===== src/rtl/core/v3fu_div.sv =====
// ----------------------------------------------------------------------------
// v3fu_div
// Pipelined restoring divide of (dividend << FRAC_BITS) by divisor, for
// dividend no larger than divisor; one quotient bit a stage.
// ----------------------------------------------------------------------------
module v3fu_div #(
  parameter int FRAC_BITS = 16
) (
  input  logic               clk,
  input  logic               en,
  input  logic [31:0]        dividend,
  input  logic [31:0]        divisor,
  output logic [FRAC_BITS:0] quotient
);

  localparam int D = FRAC_BITS + 1;

  logic [31:0]  rem  [D];
  logic [31:0]  dvs  [D];
  logic [D-1:0] quo  [D];

  for (genvar j = 0; j < D; j++) begin : g_stage
    logic [32:0]  val;
    logic [32:0]  diff;
    logic [31:0]  d_in;
    logic [D-1:0] q_in;
    logic         take;

    if (j == 0) begin : g_first
      assign val  = {1'b0, dividend};
      assign d_in = divisor;
      assign q_in = '0;
    end else begin : g_next
      assign val  = {rem[j-1], 1'b0};
      assign d_in = dvs[j-1];
      assign q_in = quo[j-1];
    end

    assign diff = val - {1'b0, d_in};
    assign take = val >= {1'b0, d_in};

    always_ff @(posedge clk) begin
      if (en) begin
        rem[j] <= take ? diff[31:0] : val[31:0];
        dvs[j] <= d_in;
        quo[j] <= {q_in[D-2:0], take};
      end
    end
  end

  assign quotient = quo[D-1];

endmodule


===== config.mk =====
export PLATFORM = sky130hd
export DESIGN_NAME = v3fu_div
export DESIGN_NICKNAME = d
export VERILOG_FILES = /design/src/rtl/core/v3fu_div.sv
export SDC_FILE = /design/constraint.sdc
export NUM_CORES = 2
export LEC_CHECK = 0
export ABC_AREA = 1
export ABC_CLOCK_PERIOD_IN_PS = 2000
export CAP_MARGIN = 10
export CORE_MARGIN = 2
export CORE_UTILIZATION = 40
export CTS_BUF_LIST = sky130_fd_sc_hd__clkbuf_4 sky130_fd_sc_hd__clkbuf_8
export CTS_CLUSTER_SIZE = 16
export DETAILED_ROUTE_END_ITERATION = 6
export DONT_BUFFER_PORTS = 1
export GPL_TIMING_DRIVEN = 0
export SETUP_SLACK_MARGIN = 0.5
export SYNTH_ARGS = -nofsm -noshare
export SYNTH_HDL_FRONTEND = slang
export SYNTH_SLANG_ARGS = --single-unit

===== constraint.sdc =====
create_clock -name clk -period 2 [get_ports clk]
set_input_delay 0.1 -clock clk [delete_from_list [all_inputs] [get_ports clk]]
set_output_delay 0.1 -clock clk [all_outputs]
set_load 0.1 [all_outputs]

# Word-level counts from Yosys, hierarchy flattened

Memory sizes are Yosys's and may differ from the RTL's.
Index checks and enable logic that the tools add are counted.

Multiplexer cells: 19
Add/sub/neg operators: 17
Order comparisons: 17

Operator list:

| operator                                         | number |
|---|---|
| 32-bit two-way mux                               | 17 |
| 32-bit subtractor                                | 17 |
| 33-bit by 32-bit >= comparator with 1-bit output | 16 |
| 32-bit >= comparator                             | 1 |
| 1-bit two-way mux                                | 2 |

Memories kept: 3
Bits in writable memories: 1377
Logic and storage cells: 56
Register bits: 0

Memories:

| name | depth | bits a word | rd ports | clocked after Yosys merged registers in | wr ports | RTL line | RTL |
|---|---|---|---|---|---|---|---|
| dvs  | 17    | 32          | 16       | 0                                       | 17       | 19       | `logic [31:0] dvs [D];` |
| rem  | 17    | 32          | 16       | 0                                       | 17       | 18       | `logic [31:0] rem [D];` |
| quo  | 17    | 17          | 17       | 0                                       | 17       | 20       | `logic [D-1:0] quo [D];` |

# Longest topological paths before layout

An unclocked memory read counts as a cell.

Depth after elaboration: 3
Depth in mapped cells: 17
Gate-level depth less buffers: 15

# Least setup slack after synthesis

No wires, ideal clock.

Path type: register to register
Start: mem rem[2][26], in the netlist rem[0][90]
End: mem rem[3][24], in the netlist rem[0][120] (data pin)
Buffers on the path: 1
Clock period less this slack: 1969 ps
Arrival time: 1716 ps
Path slack: 31 ps
Stages on the path, launching flop included: 13
Cells stage by stage: edfxtp_1 ha_1 nand2_2 inv_1 a21oi_1 nor2_1 nor2_1 nand2_2 nor2_8 nand2_8 buf_12 nand3_2 nand2_1

RTL lines:

| what            | RTL line |
|---|---|
| start, declared | 18 |

==> flow_summary.yaml <==
worst_setup_path:
  cp_max_fo: 8
  max_stage_delay_ps: 480
  crit_path_start_kind: "register"
  critPathSlowestCell: "edfxtp_1"
  cp_common_cell: "nand2_2"
  required_ps: 2650
  crit_family: "simple AND/OR/NAND/NOR gates"
  timing.rr.start: "dvs[0][26]"
  path_class: "reg2reg"
  end_kind: "register"
  crit_arrival_ps: 3050
  reg2reg_depth: 13
  r2r_slack_ps: -400
  critPathBufInv: 2
  path_cells: "inv_2 -> ha_4 -> nand2_2 -> nand2_2 -> a21oi_2 -> nor2_1 -> nor2_2 -> nand2_2 -> nor2_4 -> nand2_8 -> clkbuf_16 -> nand3_2 -> nand2_2"
  r2r-end: "rem[0][57]"
placement:
  placed_cell_area_um2: 94070
  dp_hpwl_um: 231300
  port_buffers: 0
  routabilityCongestion: 0.9509
  pre_cts_slack_ps: -997.1
  dp_cells: 14540
grt:
  grt_overflow: 0
  grtUsageTotal_pct: 26.00
  grt_pass1_wl_um: 431700
  grt_pass1_vias: 71870
  grt_max_degree: 211
  antenna_found_initial: 6
timing:
  whs_ps: 103.9
  worst_slew_pin_slew_ps: 1119
  rsz0062_at_grt: "yes"
  timing.final.crit_period_ps: 2401
  skew_ps: 77.15
  drv_slew: 0
  final_hold_viol_count: 0
  fin_crit_sh_pct: 120.1
  final-setup-viol-count: 1033
  fin_setup_tns_ps: -232830
  layout_setup_ws_ps: -401.1
  max_slew_margin_pct: 25.39
  fmax_mhz: 416.5
logic_synthesis:
  yosysWarnings: 0
  synthAdderAreaFrac_pct: 8.263
  synth_nets: 12320
  synthTopCellsByArea: "edfxtp_1 41%, nand2_1 20%, inv_1 11%"
  synth-xor-area-share_pct: 2.289
  synth-seq-cells: 1177
  synthSimpleGateAreaFrac_pct: 33.87
  netlist.area_leader.share_pct: 41.05
  synth_top_family_by_area: "simple AND/OR/NAND/NOR gates"
  syn-instance-count: 11700
  yosys.cell_types.count: 40
  yosysTopAreaCell: "edfxtp_1"
  synthArstFlopShare_pct: 0
  yosysSeqAreaShare_pct: 41.05
  synth-edff-count: 1177
  synthMuxAreaShare_pct: 0
  synth_compound_area_share_pct: 2.488
  synth_ff_type: "edfxtp_1"
  synth_area_per_cell_um2: 7.360
  netlist_area_um2: 86100
power_and_ir_drop:
  total_power_mw: 167.3
  p_leak_nw: 53.71
  power_density_nw_per_um2: 1531
  clockPowerShare_pct: 13.8
  power.switching_mw: 78.30
  combPwrFrac_pct: 59.8
  internal_power_mw: 88.99
  seq_power_share_pct: 26.4
  ir_drop_uv: 770.2
  switching_share_pct: 46.81
outcome:
  failed_checks: "design-rule violations, negative setup slack"
  status: "complete, but fails checks"
drt:
  wire_per_inst_um: 18.91
  drc_errors: 1
  vias_per_cell: 4.888
  vias: 75980
  wl_um: 293900
  drt_iter0_markers: 5932
  antenna_left: 0
  first_pass_iters: 7
finish:
  nets: 13150
  fillCellCount: 20520
  fin_util_pct: 51.01
  drive_gt1_share_pct: 20.63
  fin_area_um2: 109300
  area_growth_pct: 26.91
  stdcell_count: 15540
clock_network:
  cts_buffer_depth: 3
  htreeDepth: 4
  worstSkewPairLatency_ps: 950
  cts_made_buffers: 205
  cts_tree: "yes"
  clockRootBuffer: "clkbuf_8"
  clkSlewWorstSetupHoldPaths_ps: 60
  cts_sinks: 1177
floorplanning:
  num_io_pins: 83
  initial_core_util_pct: 40.20
  die_y_um: 467.9
  std_cell_rows: 170
  core_um2: 214200
  die_x_um: 467.9
  dieArea_um2: 219000
hold_path:
  hold_depth: 3
  hp-class: "in2reg"
  hp-start: "dividend[3]"
  holdPathEnd: "rem[0][3]"
job:
  maxCapViolations: 0
-- flip-flops by register name, indices dropped and copies added (netlist names) --
signal and flops:
dvs 512, rem 512, quo 153
-- tightest hold or removal path: stages --
cell	delay, ps
dlygate4sd3_1	630
nand2_1	80
nand2_1	100
-- metal layers --
layer / GRT usage, % / share of wire (%) / vias up
li1: - / - / 38100
met4: 9.658 / 3.9 / 0
met2: 44.52 / 48 / 2166
met3: 2.771 / 4.9 / 494
met1: 33.78 / 43 / 35210
met5: 0 / 0 / -
-- what timing repair did --
| item | in CTS | in global routing |
|---|---|---|
| cloned | 16 | 16 |
| pin swaps | 151 | 176 |
| gates resized for setup | 656 | 630 |
| endpoints found under the setup margin | 513 | 594 |
| hold buffers | 126 | 4 |
| endpoints found under the hold margin | 671 | 56 |
| setup buffers | 240 | 215 |
-- power by group through the flow --
stage	Clock (mW)	Combinational [mW]	Sequential [mW]
floorplan	0	59.6	40.7
global placement	0	81.7	44.3
detailed placement	0	82.6	44.3
CTS	23.9	92.2	44.1
global route	24.9	110	44.5
finish	23.1	100	44.1
-- how the worst max path moves through the flow --
stage,slack (ps),end,cells after the start,startpoint
after floorplan,80,rem[0][250],15,rem[0][193]
after global placement,-990,rem[0][321],13,dvs[0][292]
after detailed placement,-1000,rem[0][321],13,dvs[0][292]
after CTS,-420,rem[0][290],13,rem[0][267]
after global routing,-480,rem[0][169],14,dvs[0][153]
final,-400,rem[0][57],13,dvs[0][26]
-- cell families after synthesis --
logic type,Yosys count
adder cells (fa/ha/maj),559
buffers and inverters,2589
AO/OA/AOI/OAI,409
AND/OR/NAND/NOR,6739
flip-flops,1177
XOR/XNOR,225
-- cells in the mapped netlist, types with 18 or more instances --
| library cell | instances |
|---|---|
| nand3b_1 | 157 |
| nor3_2 | 18 |
| nand4_1 | 48 |
| buf_2 | 72 |
| a21oi_1 | 348 |
| nand2_1 | 4607 |
| nor2_1 | 586 |
| inv_1 | 2427 |
| nand3_2 | 144 |
| ha_1 | 543 |
| and2_1 | 132 |
| o21ai_0 | 26 |
| nor2_2 | 45 |
| nor3_1 | 116 |
| edfxtp_1 | 1177 |
| buf_6 | 49 |
| xor2_1 | 209 |
| nand3_1 | 776 |
| nand2_2 | 58 |
-- cell usage in the layout, fill, tap and decap left out, types with 19 or more instances in the layout --
master            n
nand2_1        4174
inv_1          2303
edfxtp_1       1177
nand3_1         645
buf_4           453
nor2_1          444
ha_4            402
nand2_2         387
a21oi_1         320
nand3_2         244
clkbuf_8        211
xor2_1          208
nand3b_1        157
inv_2           134
and2_1          127
dlygate4sd3_1   127
nor2_2          121
ha_1            121
nand2_4         111
nor3_1           96
nor2_4           76
buf_6            62
clkinv_1         53
nand4_1          48
clkbuf_4         45
buf_12           39
clkinv_2         37
nand3_4          31
a21oi_2          28
buf_8            25
nor3_2           24
nand2_8          22
ha_2             20
buf_16           19
-- layout make-up --
class	instances	area, um^2	share of cell area (%)
Antenna cell	1	2.502	0.002290
Buffer	143	1775	1.625
Clock buffer	253	3207	2.935
Clock inverter	130	1060	0.9699
Inverter	2446	9243	8.459
Multi-Input combinational cell	7933	49150	44.98
Sequential cell	1177	35340	32.35
Tap cell	2838	3551	3.250
Timing Repair Buffer	622	5932	5.429
Power figures use the tool's default switching activity.
